<file path="src/sv/ppm_pkg.sv">
// Shared constants, codes and types of the PPM channel decoder.
package ppm_pkg;

    localparam int CHANNELS     = 8;
    localparam int PULSE_BITS   = 24;
    localparam int REG_BITS     = 24;
    localparam int CMP_BITS     = (PULSE_BITS > REG_BITS) ? PULSE_BITS : REG_BITS;
    localparam int SLOT_BITS    = $clog2(CHANNELS + 1);
    localparam int CHAN_BITS    = 3;
    localparam int POS_BITS     = 5;
    localparam int SW_BITS      = 2;
    localparam int CFG_IDX_BITS = 3;

    localparam int POS_STEP   = 2400;
    localparam int POS_MAX    = 31;
    localparam int POS_SAT    = POS_MAX * POS_STEP;
    localparam int DIFF_BITS  = $clog2(POS_SAT);
    localparam int POS_SHIFT  = 30;
    localparam int POS_RECIP  = ((2 ** POS_SHIFT) + POS_STEP - 1) / POS_STEP;
    localparam int RECIP_BITS = $clog2(POS_RECIP + 1);
    localparam int PROD_BITS  = DIFF_BITS + RECIP_BITS;

    localparam logic [REG_BITS-1:0] SYNC_THRESHOLD_RST = REG_BITS'(50000);
    localparam logic [REG_BITS-1:0] CLAMP_LOW_RST      = REG_BITS'(24000);
    localparam logic [REG_BITS-1:0] CLAMP_HIGH_RST     = REG_BITS'(48000);
    localparam logic [REG_BITS-1:0] SWITCH_LOW_RST     = REG_BITS'(32000);
    localparam logic [REG_BITS-1:0] SWITCH_HIGH_RST    = REG_BITS'(40000);

    typedef enum logic [CFG_IDX_BITS-1:0] {
        REG_SYNC_THRESHOLD = 3'd0,
        REG_CLAMP_LOW      = 3'd1,
        REG_CLAMP_HIGH     = 3'd2,
        REG_SWITCH_LOW     = 3'd3,
        REG_SWITCH_HIGH    = 3'd4
    } reg_index_t;

    typedef enum logic [SW_BITS-1:0] {
        SW_DOWN   = 2'd0,
        SW_MIDDLE = 2'd1,
        SW_UP     = 2'd2
    } switch_t;

    typedef struct packed {
        logic [REG_BITS-1:0] sync_threshold;
        logic [REG_BITS-1:0] clamp_low;
        logic [REG_BITS-1:0] clamp_high;
        logic [REG_BITS-1:0] switch_low;
        logic [REG_BITS-1:0] switch_high;
    } cfg_t;

    typedef struct packed {
        logic [CHAN_BITS-1:0]  channel;
        logic [PULSE_BITS-1:0] width;
    } chan_item_t;

    typedef struct packed {
        logic [CHAN_BITS-1:0] channel;
        logic [REG_BITS-1:0]  raw_width;
        logic [REG_BITS-1:0]  clamped_width;
        logic                 below_low;
        logic [POS_BITS-1:0]  position;
        switch_t              switch_state;
    } result_t;

endpackage

</file>
<file path="src/sv/ppm_channel_decoder.sv">
// Top level of the PPM channel decoder: configuration registers and the two halves.
// Takes one captured pulse width per cycle on in_valid/in_ready. A width above
// sync_threshold starts a frame; the next eight widths become channels 0 to 7, each
// giving one result with the raw width, the width clamped to clamp_low..clamp_high,
// a below-low flag, a 0..31 position in steps of 2400 ticks and a switch reading.
// Pulses outside a frame and sync pulses give no result. A result passes through
// the queue, the pipeline stage and the output register before it is valid. The
// input accepts one width every cycle as long as the two-entry queue between the
// classifier and the arithmetic pipeline has room; with the output stalled, up to
// four channel pulses wait inside (two in the queue, one in the pipeline stage, one
// in the output register) and the input holds once the queue is full.
// Write the configuration registers only while no pulse is in flight.
module ppm_channel_decoder (
    input  logic                             clk,
    input  logic                             rst_n,
    input  logic                             cfg_we,
    input  logic [ppm_pkg::CFG_IDX_BITS-1:0] cfg_index,
    input  logic [ppm_pkg::REG_BITS-1:0]     cfg_data,
    input  logic                             in_valid,
    output logic                             in_ready,
    input  logic [ppm_pkg::PULSE_BITS-1:0]   pulse_width,
    output logic                             out_valid,
    input  logic                             out_ready,
    output logic [ppm_pkg::CHAN_BITS-1:0]    channel,
    output logic [ppm_pkg::REG_BITS-1:0]     raw_width,
    output logic [ppm_pkg::REG_BITS-1:0]     clamped_width,
    output logic                             below_low,
    output logic [ppm_pkg::POS_BITS-1:0]     position,
    output logic [ppm_pkg::SW_BITS-1:0]      switch_state
);
    import ppm_pkg::*;

    cfg_t       cfg_reg;
    cfg_t       cfg_next;
    logic       q_full;
    logic       q_push;
    chan_item_t q_push_item;
    logic       q_pop;
    logic       q_valid;
    chan_item_t q_pop_item;
    result_t    result;

    always_comb
    begin
        cfg_next = cfg_reg;
        if (cfg_we)
        begin
            case (cfg_index)
                REG_SYNC_THRESHOLD: cfg_next.sync_threshold = cfg_data;
                REG_CLAMP_LOW:      cfg_next.clamp_low      = cfg_data;
                REG_CLAMP_HIGH:     cfg_next.clamp_high     = cfg_data;
                REG_SWITCH_LOW:     cfg_next.switch_low     = cfg_data;
                REG_SWITCH_HIGH:    cfg_next.switch_high    = cfg_data;
                default:            cfg_next = cfg_reg;
            endcase
        end
    end

    always_ff @(posedge clk or negedge rst_n)
    begin
        if (!rst_n)
        begin
            cfg_reg.sync_threshold <= SYNC_THRESHOLD_RST;
            cfg_reg.clamp_low      <= CLAMP_LOW_RST;
            cfg_reg.clamp_high     <= CLAMP_HIGH_RST;
            cfg_reg.switch_low     <= SWITCH_LOW_RST;
            cfg_reg.switch_high    <= SWITCH_HIGH_RST;
        end
        else
            cfg_reg <= cfg_next;
    end

    ppm_front u_front (
        .clk         (clk),
        .rst_n       (rst_n),
        .cfg         (cfg_reg),
        .in_valid    (in_valid),
        .in_ready    (in_ready),
        .pulse_width (pulse_width),
        .q_full      (q_full),
        .q_push      (q_push),
        .q_item      (q_push_item)
    );

    ppm_queue u_queue (
        .clk       (clk),
        .rst_n     (rst_n),
        .push      (q_push),
        .push_item (q_push_item),
        .full      (q_full),
        .pop       (q_pop),
        .pop_valid (q_valid),
        .pop_item  (q_pop_item)
    );

    ppm_back u_back (
        .clk       (clk),
        .rst_n     (rst_n),
        .cfg       (cfg_reg),
        .q_valid   (q_valid),
        .q_item    (q_pop_item),
        .q_pop     (q_pop),
        .out_valid (out_valid),
        .out_ready (out_ready),
        .result    (result)
    );

    assign channel       = result.channel;
    assign raw_width     = result.raw_width;
    assign clamped_width = result.clamped_width;
    assign below_low     = result.below_low;
    assign position      = result.position;
    assign switch_state  = result.switch_state;

endmodule

</file>
<file path="src/sv/ppm_front.sv">
// Front end: takes pulse widths, tracks the frame slot and queues channel pulses.
module ppm_front (
    input  logic                           clk,
    input  logic                           rst_n,
    input  ppm_pkg::cfg_t                  cfg,
    input  logic                           in_valid,
    output logic                           in_ready,
    input  logic [ppm_pkg::PULSE_BITS-1:0] pulse_width,
    input  logic                           q_full,
    output logic                           q_push,
    output ppm_pkg::chan_item_t            q_item
);
    import ppm_pkg::*;

    logic [SLOT_BITS-1:0] slot_reg;
    logic [SLOT_BITS-1:0] slot_next;
    logic [SLOT_BITS-1:0] slot_idx;
    logic                 accept;
    logic                 is_sync;
    logic                 in_frame;

    assign in_ready = !q_full;
    assign accept   = in_valid && in_ready;
    assign is_sync  = CMP_BITS'(pulse_width) > CMP_BITS'(cfg.sync_threshold);
    assign in_frame = (slot_reg != '0) && (slot_reg <= SLOT_BITS'(CHANNELS));
    assign slot_idx = slot_reg - SLOT_BITS'(1);

    assign q_push         = accept && !is_sync && in_frame;
    assign q_item.channel = CHAN_BITS'(slot_idx);
    assign q_item.width   = pulse_width;

    always_comb
    begin
        slot_next = slot_reg;
        if (accept)
        begin
            if (is_sync)
                slot_next = SLOT_BITS'(1);
            else if (!in_frame || slot_reg >= SLOT_BITS'(CHANNELS))
                slot_next = '0;
            else
                slot_next = slot_reg + SLOT_BITS'(1);
        end
    end

    always_ff @(posedge clk or negedge rst_n)
    begin
        if (!rst_n)
            slot_reg <= '0;
        else
            slot_reg <= slot_next;
    end

endmodule

</file>
<file path="src/sv/ppm_queue.sv">
// Two-entry queue between the front end and the back end.
module ppm_queue (
    input  logic                clk,
    input  logic                rst_n,
    input  logic                push,
    input  ppm_pkg::chan_item_t push_item,
    output logic                full,
    input  logic                pop,
    output logic                pop_valid,
    output ppm_pkg::chan_item_t pop_item
);
    import ppm_pkg::*;

    chan_item_t  mem_reg [2];
    logic        wr_ptr_reg;
    logic        wr_ptr_next;
    logic        rd_ptr_reg;
    logic        rd_ptr_next;
    logic [1:0]  count_reg;
    logic [1:0]  count_next;

    assign full      = (count_reg == 2'd2);
    assign pop_valid = (count_reg != 2'd0);
    assign pop_item  = mem_reg[rd_ptr_reg];

    always_comb
    begin
        wr_ptr_next = wr_ptr_reg ^ push;
        rd_ptr_next = rd_ptr_reg ^ pop;
        count_next  = count_reg + 2'(push) - 2'(pop);
    end

    always_ff @(posedge clk or negedge rst_n)
    begin
        if (!rst_n)
        begin
            wr_ptr_reg <= 1'b0;
            rd_ptr_reg <= 1'b0;
            count_reg  <= 2'd0;
        end
        else
        begin
            wr_ptr_reg <= wr_ptr_next;
            rd_ptr_reg <= rd_ptr_next;
            count_reg  <= count_next;
        end
    end

    always_ff @(posedge clk)
    begin
        if (push)
            mem_reg[wr_ptr_reg] <= push_item;
    end

endmodule

</file>
<file path="src/sv/ppm_back.sv">
// Back end: clamps, grades and scales each channel pulse into a result.
module ppm_back (
    input  logic                clk,
    input  logic                rst_n,
    input  ppm_pkg::cfg_t       cfg,
    input  logic                q_valid,
    input  ppm_pkg::chan_item_t q_item,
    output logic                q_pop,
    output logic                out_valid,
    input  logic                out_ready,
    output ppm_pkg::result_t    result
);
    import ppm_pkg::*;

    logic                  a_valid_reg;
    logic                  a_valid_next;
    logic [CHAN_BITS-1:0]  a_chan_reg;
    logic [REG_BITS-1:0]   a_raw_reg;
    logic [REG_BITS-1:0]   a_clamp_reg;
    logic                  a_below_reg;
    logic                  a_sat_reg;
    logic [DIFF_BITS-1:0]  a_diff_reg;
    switch_t               a_sw_reg;

    logic                  out_valid_reg;
    logic                  out_valid_next;
    result_t               result_reg;

    logic [CMP_BITS-1:0]   w_ext;
    logic [CMP_BITS-1:0]   lo_ext;
    logic [CMP_BITS-1:0]   hi_ext;
    logic [CMP_BITS-1:0]   c_high;
    logic [CMP_BITS-1:0]   c_both;
    logic [CMP_BITS-1:0]   diff;
    switch_t               sw;
    logic [PROD_BITS-1:0]  prod;
    logic [POS_BITS-1:0]   quot;
    logic                  out_load;
    logic                  a_load;

    assign out_load = a_valid_reg && (!out_valid_reg || out_ready);
    assign a_load   = q_valid && (!a_valid_reg || out_load);
    assign q_pop    = a_load;

    always_comb
    begin
        w_ext  = CMP_BITS'(q_item.width);
        lo_ext = CMP_BITS'(cfg.clamp_low);
        hi_ext = CMP_BITS'(cfg.clamp_high);
        c_high = (w_ext > hi_ext) ? hi_ext : w_ext;
        c_both = (c_high < lo_ext) ? lo_ext : c_high;
        diff   = c_both - lo_ext;
        if (w_ext < CMP_BITS'(cfg.switch_low))
            sw = SW_DOWN;
        else if (w_ext < CMP_BITS'(cfg.switch_high))
            sw = SW_MIDDLE;
        else
            sw = SW_UP;
    end

    always_comb
    begin
        prod = PROD_BITS'(a_diff_reg) * PROD_BITS'(POS_RECIP);
        quot = prod[POS_SHIFT +: POS_BITS];
    end

    always_comb
    begin
        a_valid_next = a_valid_reg;
        if (a_load)
            a_valid_next = 1'b1;
        else if (out_load)
            a_valid_next = 1'b0;
        out_valid_next = out_valid_reg;
        if (out_load)
            out_valid_next = 1'b1;
        else if (out_ready)
            out_valid_next = 1'b0;
    end

    always_ff @(posedge clk or negedge rst_n)
    begin
        if (!rst_n)
        begin
            a_valid_reg   <= 1'b0;
            out_valid_reg <= 1'b0;
        end
        else
        begin
            a_valid_reg   <= a_valid_next;
            out_valid_reg <= out_valid_next;
        end
    end

    always_ff @(posedge clk)
    begin
        if (a_load)
        begin
            a_chan_reg  <= q_item.channel;
            a_raw_reg   <= REG_BITS'(q_item.width);
            a_clamp_reg <= REG_BITS'(c_both);
            a_below_reg <= w_ext < lo_ext;
            a_sat_reg   <= diff >= CMP_BITS'(POS_SAT);
            a_diff_reg  <= DIFF_BITS'(diff);
            a_sw_reg    <= sw;
        end
        if (out_load)
        begin
            result_reg.channel       <= a_chan_reg;
            result_reg.raw_width     <= a_raw_reg;
            result_reg.clamped_width <= a_clamp_reg;
            result_reg.below_low     <= a_below_reg;
            result_reg.position      <= a_sat_reg ? POS_BITS'(POS_MAX) : quot;
            result_reg.switch_state  <= a_sw_reg;
        end
    end

    assign out_valid = out_valid_reg;
    assign result    = result_reg;

endmodule
</file>
<file path="config.mk">
export PLATFORM = sky130hd
export DESIGN_NAME = ppm_channel_decoder
export DESIGN_NICKNAME = d
export VERILOG_FILES = /design/src/sv/ppm_pkg.sv /design/src/sv/ppm_channel_decoder.sv /design/src/sv/ppm_front.sv /design/src/sv/ppm_queue.sv /design/src/sv/ppm_back.sv
export SDC_FILE = /design/constraint.sdc
export NUM_CORES = 1
export LEC_CHECK = 0
export BUFFER_PORTS_ARGS = -buffer_cell sky130_fd_sc_hd__buf_2
export CORE_UTILIZATION = 25
export CTS_CLUSTER_SIZE = 8
export DETAILED_ROUTE_END_ITERATION = 6
export PLACE_DENSITY = 0.35
export SETUP_SLACK_MARGIN = 0.02
export SLEW_MARGIN = 20
export SYNTH_ARGS = -nofsm -noshare
export SYNTH_HDL_FRONTEND = slang
export SYNTH_HIERARCHICAL = 1
export SYNTH_SLANG_ARGS = --single-unit
</file>
<file path="constraint.sdc">
create_clock -name clk -period 8 [get_ports clk]
set_input_delay 2 -clock clk [delete_from_list [all_inputs] [get_ports clk]]
set_output_delay 2 -clock clk [all_outputs]
set_load 0.05 [all_outputs]
</file>
==> results of run 1 <==
-- layout by cell type, fill, tap and decap left out, drive strengths merged, types with 14 or more instances in the layout --
cell type	Yosys	layout
a21o	48	48
a21oi	70	70
buf	43	161
clkbuf	9	77
dfrtp	99	99
dfstp	31	31
edfxtp	185	185
fa	102	102
ha	299	299
inv	252	252
mux2	172	172
nand2	58	58
nand2b	20	20
nand4	34	34
nor2	34	34
nor2b	17	17
nor3	16	16
o21ai	61	61
xnor2	14	14
-- cell families (layout without fill, tap and decap cells) --
kind of cell               count (synthesis)  in the layout  share of synthesized area, %
and+or+nand+nor                          224            224                          5.74
DFF                                      315            315                          41.8
buffers and inverters                    304            497                          6.48
other                                      0              2                             0
muxes                                    176            176                          9.99
AOI/OAI and AO/OA                        245            245                          7.58
adders and majority gates                401            401                          27.3
xor gates and xnor gates                  25             25                          1.10
-- area by class of cell --
type                    instances  area [sq um]
fillers                      8556         59000
multi-input cells            1071         11000
flip-flops and latches        315          8850
well taps                    1134          1420
clock buffers                  77          1310
repair buffers                161           962
inverters                     252           946
clock inverters                 7           138
diodes                          2          5.00
-- worst max-delay path, delay by kind of cell (launching register included) --
family / cells / cell delay (ns)
buf+inv: 3 / 0.76
simple gates: 10 / 2.32
flops: 1 / 0.43
compound gates: 9 / 1.98
fa+ha+maj: 3 / 0.98
mux: 3 / 0.78
-- cell usage after synthesis (4+ instances only) --
cell type,n
dfstp_2,31
fa_1,102
a211oi_1,9
o31ai_1,4
o21a_1,7
mux2_2,130
nor2b_1,17
or2_2,4
xnor2_1,14
mux2i_1,4
nand2b_1,20
nor4_1,5
edfxtp_1,185
and3_1,4
nand4_1,34
a21o_1,48
inv_1,252
nor2_1,34
nor3_1,16
buf_4,24
a221oi_1,4
o211ai_1,8
o21ai_0,61
buf_6,14
nand2_1,58
clkbuf_1,9
mux2_4,37
nand3_1,8
ha_1,299
xor2_1,10
a21oi_1,69
mux2_1,5
dfrtp_1,99
-- per-stage QoR --
step,instances,hold WS (ns),instance area [sq um],utilization [%],setup slack [ns]
2_1_floorplan,1690,0.400,21200,-,0.775
3_3_place_gp,2933,0.403,23200,27.7,0.178
3_5_place_dp,2933,0.405,23200,27.7,0.109
4_1_cts,3017,0.399,24600,29.4,0.0269
5_1_grt,3017,0.414,24600,29.4,0.0315
6_report,3019,0.409,24600,29.4,0.445
-- path summary, 6_finish.rpt --
path | slack [ns] | endpoint | from | cells past startpoint
setup / recovery | 0.45 | u_back/a_sat_reg | u_queue/rd_ptr_reg | 28
hold / removal | 0.41 | u_back/result[58] | u_back/a_chan_reg[2] | 0
setup reg to reg | 0.45 | u_back/a_sat_reg | u_queue/rd_ptr_reg | 28
hold reg to reg | 0.41 | u_back/result[58] | u_back/a_chan_reg[2] | 0
max in group asynchronous | 5.23 | cfg_reg[95] | rst_n | 2
min in group asynchronous | 1.46 | cfg_reg[41] | rst_n | 1
-- layer usage --
layer / part of all wire (%) / wire, um / up-vias / GRT usage [%]
met5: 0 / 0 / - / 0
met1: 48 / 27000 / 6342 / 17.9
met4: 2.0 / 1150 / 0 / 3.55
met2: 47 / 26900 / 148 / 22.5
li1: - / - / 6299 / -
met3: 3.0 / 1700 / 65 / 2.08
-- repair_timing --
action / in CTS / in global routing
gates resized for setup: 0 / 8
endpoints found under the hold margin: 0 / 0
endpoints found under the setup margin: 0 / 2
==> results.json, run 1 <==
{
  "max_freq_mhz": 132,
  "hold_class": "register to register",
  "synth-seq-cells": 315,
  "syn_nets": 2147,
  "ys.flop_type": "edfxtp_1",
  "hold_violations": 0,
  "num_vias": 12900,
  "port_buffers": 116,
  "dieArea_sq_um": 85900,
  "endpoint_kind": "register",
  "drc": 0,
  "slew_headroom_pct": 31.4,
  "min_period_ns": 7.55,
  "globalplace.congestion": 0.811,
  "drtIter0Drc": 465,
  "synth.area.top_cells": "edfxtp_1 (26%), ha_1 (18%), dfrtp_1 (12%)",
  "synth_top_area_share_pct": 26.2,
  "synth_area_per_cell_sq_um": 12.5,
  "worst_pin_slew_ns": 1.03,
  "finalCritPeriodShare_pct": 94.4,
  "wire_per_inst_um": 18.8,
  "dp_hpwl_mm": 44.4,
  "cp.required_ns": 8.28,
  "clk_latency_ns": 0.62,
  "setup.worst_path.start_class": "register",
  "ys_async_sr_fraction_pct": 41.3,
  "core_sq_um": 83700,
  "dr.pass1.iters": 5,
  "ys_seq_area_share_pct": 41.8,
  "drv_cap": 0,
  "critPathKind": "register to register",
  "synth.distinct_cells": 77,
  "routed_wl_mm": 56.7,
  "synthesis.area_sq_um": 21200,
  "cpMaxStageDelayCell": "or4_4",
  "final_layout_size_suffix_gt1_share_pct": 23.3,
  "status": "complete, no violations",
  "postCtsHoldBufs": 0,
  "syn2layout_area_growth_pct": 16.4,
  "drv_slew": 0,
  "die_h_um": 293,
  "yosys_warnings": 6,
  "cpPeakStageDelay_ns": 0.55,
  "rows": 106,
  "setup_violations": 0,
  "cts_inserted_buffers": 47,
  "start_util_pct": 25.3,
  "crit_arrival_ns": 7.84,
  "via_per_inst": 4.26,
  "grt.overflow.total": 0,
  "grt_pass1_vias": 13900,
  "cts.clk_slew.worst_paths_ns": 0.06,
  "yosys.area.top_type": "edfxtp_1",
  "synth-edff-count": 185,
  "clock_sinks": 315,
  "grt.total_usage_pct": 13.4,
  "skew_ns": 0.0797,
  "rsz0062_at_grt": "no",
  "die_x_um": 293,
  "h-tree-depth": 2,
  "crit_fanout": 33,
  "cts_tree": "yes",
  "synth_cells": 1690,
  "ios": 117,
  "largest_reg_flops": 120,
  "final_antenna_net_count": 0,
  "cts_max_path_buffers": 3,
  "setup_tns_ns": 0,
  "antenna_found_initial": 0,
  "nNetsFinal": 2305,
  "grt_pass1_wl_mm": 86.4,
  "grt_max_degree": 77,
  "clockRootBuffer": "clkbuf_16",
  "cts_setup_buffers": 0
}
Power of run 1 is not shown: default switching activity piles up to over one toggle a cycle in this logic, so the estimate is an artifact.
==> inputs of run 2 (changes only) <==
ABC_AREA = 1   (was not set)
==> run 2 against run 1 <==
  * Count of clock-buffer cells in the layout up 7
  * Setup slack better by 0.21 ns
  * Synthesized cell count up 31%
  * Register-to-register slack better by 0.21 ns
  * Die area up 1.5%
  * Core utilization down 0.35 points
  * Clock skew down 0.058 ns
  * Critical path depth up 6
  * Synthesized area up 1.5%
  * Critical path type unchanged
  * Critical endpoint unchanged
==> results.json, run 2 <==
{
  "path_buf_inv": 3,
  "clk_latency_ns": 0.59,
  "n_fill_cell": 9047,
  "port_buffers": 116,
  "cpMaxStageDelayCell": "dfrtp_4",
  "nNetsFinal": 2805,
  "grt_pass1_wl_mm": 94.0,
  "num_vias": 14900,
  "final_antenna_net_count": 0,
  "syn2layout_area_growth_pct": 15.3,
  "crit_arrival_ns": 7.67,
  "setup_violations": 0,
  "yosys_warnings": 6,
  "min_period_ns": 7.34,
  "drc": 0,
  "skew_ns": 0.0217,
  "cts.clk_slew.worst_paths_ns": 0.05,
  "setup_tns_ns": 0,
  "synth_most_common_cell": "nand2_1",
  "syn_nets": 2677,
  "grt.total_usage_pct": 14.3,
  "cts_max_path_buffers": 3,
  "ys.flop_type": "edfxtp_1",
  "largest_reg_flops": 120,
  "setup.worst_path.start_class": "register",
  "grt.overflow.total": 0,
  "cp.required_ns": 8.32,
  "die_x_um": 295,
  "ys_async_sr_fraction_pct": 41.3,
  "antenna_found_initial": 3,
  "ios": 117,
  "synth_common_cells": "nand2_1 (552), inv_1 (345), ha_1 (299), edfxtp_1 (185), nand3_1 (138)",
  "synthesis.area_sq_um": 21500,
  "via_per_inst": 4.22,
  "finalCritPeriodShare_pct": 91.8,
  "layout_commonest_cell": "nand2_1",
  "synth.distinct_cells": 50,
  "grt_max_degree": 64,
  "crit_fanout": 30,
  "drv_slew": 0,
  "status": "complete, no violations",
  "drtIter0Drc": 607,
  "dp_hpwl_mm": 47.4,
  "hold_violations": 0,
  "globalplace.congestion": 0.822,
  "final_layout_size_suffix_gt1_share_pct": 12.9,
  "slew_headroom_pct": 30.2,
  "synth_top_area_share_pct": 25.9,
  "worst_slack_ns": 0.658,
  "h-tree-depth": 2,
  "worstReg2RegEnd": "u_back/a_sat_reg",
  "holdPathEnd": "u_back/result[34]",
  "wire_per_inst_um": 17.3,
  "regArea_sq_um": 8850,
  "hp-start": "u_back/a_raw_reg[2]",
  "drv_cap": 0,
  "die_h_um": 295,
  "worst-path-stages": 34,
  "yosys.area.top_type": "edfxtp_1",
  "cts_inserted_buffers": 47,
  "endpoint_kind": "register",
  "synth-seq-cells": 315,
  "worst_pin_slew_ns": 1.04,
  "start_util_pct": 25.2,
  "synth-edff-count": 185,
  "core_sq_um": 85100,
  "routed_wl_mm": 61.0,
  "synth_area_per_cell_sq_um": 9.68,
  "multi_input_area_sq_um": 10800,
  "rr_startpoint": "u_queue/rd_ptr_reg",
  "antenna-diode-count": 0,
  "critPathKind": "register to register",
  "holdPathStages": 0,
  "clock_sinks": 315,
  "rsz0062_at_grt": "no",
  "cpPeakStageDelay_ns": 0.59,
  "dieArea_sq_um": 87100,
  "most-common-layout-cells": "nand2_1 (551), inv_1 (344), ha_1 (299)",
  "cts_tree": "yes",
  "reg2reg_depth": 34,
  "ys_seq_area_share_pct": 41.2,
  "max_freq_mhz": 136,
  "dr.pass1.iters": 5,
  "cp_top_family": "simple AND/OR/NAND/NOR gates",
  "synth.area.top_cells": "edfxtp_1 (26%), ha_1 (17%), dfrtp_1 (12%)",
  "reg2reg_slack_ns": 0.66,
  "dp_slack_ns": 0.174,
  "clockRootBuffer": "clkbuf_16",
  "rows": 107,
  "hold_class": "register to register",
  "synth_cells": 2220,
  "grt_pass1_vias": 15600
}
-- run 2: cell count changes after synthesis, moves of 28 or more --
cell     delta
nand3_1   +130
mux2_4     -37
inv_1      +93
mux2_2    -130
a21o_1     -34
o21ai_2    +28
nand2_1   +494
a21oi_1    +36
-- run 2: timing repair --
item / 4_1_cts / 5_1_grt
endpoints found under the setup margin: 0 / 1
resized for setup: 0 / 2
setup buffers: 0 / 1
hold buffers: 0 / 0
-- run 2: through the flow --
step	instance area (sq um)	hold slack [ns]	utilization (%)	cells
2_1_floorplan	21500	0.400	-	2220
3_3_place_gp	23300	0.403	27.4	3442
3_5_place_dp	23300	0.405	27.4	3442
4_1_cts	24800	0.417	29.1	3530
5_1_grt	24800	0.426	29.1	3531
6_report	24800	0.415	29.1	3531
-- run 2: worst max path at each step --
stage                                  start                to  slack [ns]
after CTS                 u_queue/rd_ptr_reg  u_back/a_sat_reg        0.15
after global placement    u_queue/rd_ptr_reg  u_back/a_sat_reg        0.18
after detailed placement  u_queue/rd_ptr_reg  u_back/a_sat_reg        0.17
final                     u_queue/rd_ptr_reg  u_back/a_sat_reg        0.66
after floorplan           u_queue/rd_ptr_reg  u_back/a_sat_reg        2.18
after global routing      u_queue/rd_ptr_reg  u_back/a_sat_reg        0.10
-- run 2: cells by family after synthesis --
logic type      Yosys count  synth area share (%)
buf+inv                 428                  8.46
simple gates            796                  15.5
compound gates          261                  7.19
xor+xnor                 19                 0.775
flops                   315                  41.2
fa+ha+maj               401                  26.9
-- run 2: layout make-up --
class                   instances  share of cell area [%]
well taps                    1144                    5.78
multi-input cells            1477                    43.8
clock inverters                 4                   0.247
inverters                     357                    5.43
clock buffers                  84                    5.60
flip-flops and latches        315                    35.7
repair buffers                150                    3.43
-- run 2: metal layers --
metal	vias up	global-route usage (%)	routed length, um
li1	7560	-	-
met1	7052	18.8	28500
met2	216	24.5	29200
met3	78	2.15	2000
met4	0	3.66	1390
met5	-	0	0
Power of run 2 is left out for the same reason.
==> inputs of run 3 (changes only) <==
PLACE_DENSITY = 0.37   (was 0.35)
clock period = 6 ns   (was 8 ns; I/O delays follow)
==> run 3 against run 2 <==
  * Clock skew is 0.020 ns higher
  * Fmax is 24% higher
  * Register-to-register slack worse by 0.58 ns
  * First-iteration DRC count is 11% lower
  * Count of clock-buffer cells in the layout is 8 lower
  * Routed wire length is 0.79% higher
  * Global-route usage is 0.10 points higher
  * Critical path depth is 11 higher
  * Die area stayed put
  * Core utilization is 1.4 points higher
  * Cell count is 3.6% higher
==> results.json, run 3 (synthesized netlist as in run 2, its figures left out) <==
{
  "postCtsHoldBufs": 0,
  "cpPeakStageDelay_ns": 0.45,
  "finalInstanceArea_sq_um": 26000,
  "drv_slew": 0,
  "drv_cap": 0,
  "grt_max_degree": 68,
  "critPathKind": "register to register",
  "rows": 107,
  "path_buf_inv": 6,
  "via_per_inst": 4.22,
  "dieArea_sq_um": 87100,
  "crit_top_cell": "nand2_1",
  "finalCritPeriodShare_pct": 98.7,
  "syn2layout_area_growth_pct": 21.0,
  "cp.required_ns": 6.32,
  "cpMaxStageDelayCell": "dfrtp_2",
  "crit_fanout": 16,
  "cts_max_path_buffers": 3,
  "dp_hpwl_mm": 48.1,
  "crit_arrival_ns": 6.25,
  "grt_pass1_vias": 16400,
  "clockRootBuffer": "clkbuf_16",
  "placed_cell_area_sq_um": 24300,
  "hold_ws_ns": 0.405,
  "die_x_um": 295,
  "hold_violations": 0,
  "wire_per_inst_um": 16.8,
  "cts_tree": "yes",
  "min_period_ns": 5.92,
  "routed_wl_mm": 61.5,
  "final_layout_size_suffix_gt1_share_pct": 19.0,
  "most-common-layout-cells": "nand2_1 (547), inv_1 (344), ha_1 (296)",
  "status": "complete, no violations",
  "start_util_pct": 25.2,
  "hold_class": "register to register",
  "globalplace.congestion": 0.802,
  "ios": 117,
  "setup_tns_ns": 0,
  "h-tree-depth": 2,
  "layout_commonest_cell": "nand2_1",
  "max_freq_mhz": 169,
  "grt.total_usage_pct": 14.4,
  "antenna-diode-count": 0,
  "drtIter0Drc": 541,
  "drc": 0,
  "skew_ns": 0.0418,
  "dr.pass1.iters": 7,
  "clock_sinks": 315,
  "final_antenna_net_count": 0,
  "nNetsFinal": 2938,
  "grt.overflow.total": 0,
  "num_vias": 15400,
  "largest_reg_flops": 120,
  "cts_inserted_buffers": 47,
  "endpoint_kind": "register",
  "rsz0062_at_grt": "yes",
  "setup_violations": 0,
  "die_h_um": 295,
  "port_buffers": 116,
  "cts.clk_slew.worst_paths_ns": 0.05,
  "worst_pin_slew_ns": 0.982,
  "clk_latency_ns": 0.59,
  "setup.worst_path.start_class": "register",
  "cp_top_family": "simple AND/OR/NAND/NOR gates",
  "antenna_found_initial": 0,
  "slew_headroom_pct": 34.5,
  "grt_pass1_wl_mm": 95.3,
  "core_sq_um": 85100,
  "post-route-util_pct": 30.5
}
==> run 3: what timing repair did <==
action / in CTS / in global routing
gates cloned: 0 / 1
endpoints found under the hold margin: 0 / 0
buffers inserted: 5 / 3
endpoints found under the setup margin: 3 / 7
resized for setup: 34 / 32
pin swaps: 11 / 8
==> run 3: cell type report <==
cell class	instances	area, sq um
Fill cell	8977	59100
Multi-Input combinational cell	1477	11000
Sequential cell	315	8850
Timing Repair Buffer	283	1920
Tap cell	1144	1430
Inverter	357	1350
Clock buffer	76	1290
Clock inverter	7	109
==> run 3: final timing paths <==
kind                                       start                   end  slack, ns  cells past startpoint
setup reg to reg              u_queue/rd_ptr_reg      u_back/a_sat_reg       0.08                     45
setup / recovery              u_queue/rd_ptr_reg      u_back/a_sat_reg       0.08                     45
hold / removal             u_back/a_clamp_reg[5]     u_back/result[13]       0.41                      0
max in group asynchronous                  rst_n           cfg_reg[82]       3.96                      2
min in group asynchronous                  rst_n  u_queue/count_reg[1]       1.05                      1
hold reg to reg            u_back/a_clamp_reg[5]     u_back/result[13]       0.41                      0
==> run 3: stage by stage <==
step / worst slack (ns) / std cells
2_1_floorplan: 0.176 / 2220
3_3_place_gp: -0.430 / 3567
3_5_place_dp: -0.441 / 3567
4_1_cts: -0.0592 / 3655
5_1_grt: -0.385 / 3659
6_report: 0.0782 / 3659
==> run 3: metal layers <==
layer  global-route usage, %  part of all wire [%]
met1                    18.8                    47
met2                    24.7                    48
met3                    1.97                   3.1
met4                    4.25                   2.6
met5                       0                     0
Power of run 3 is left out for the same reason.
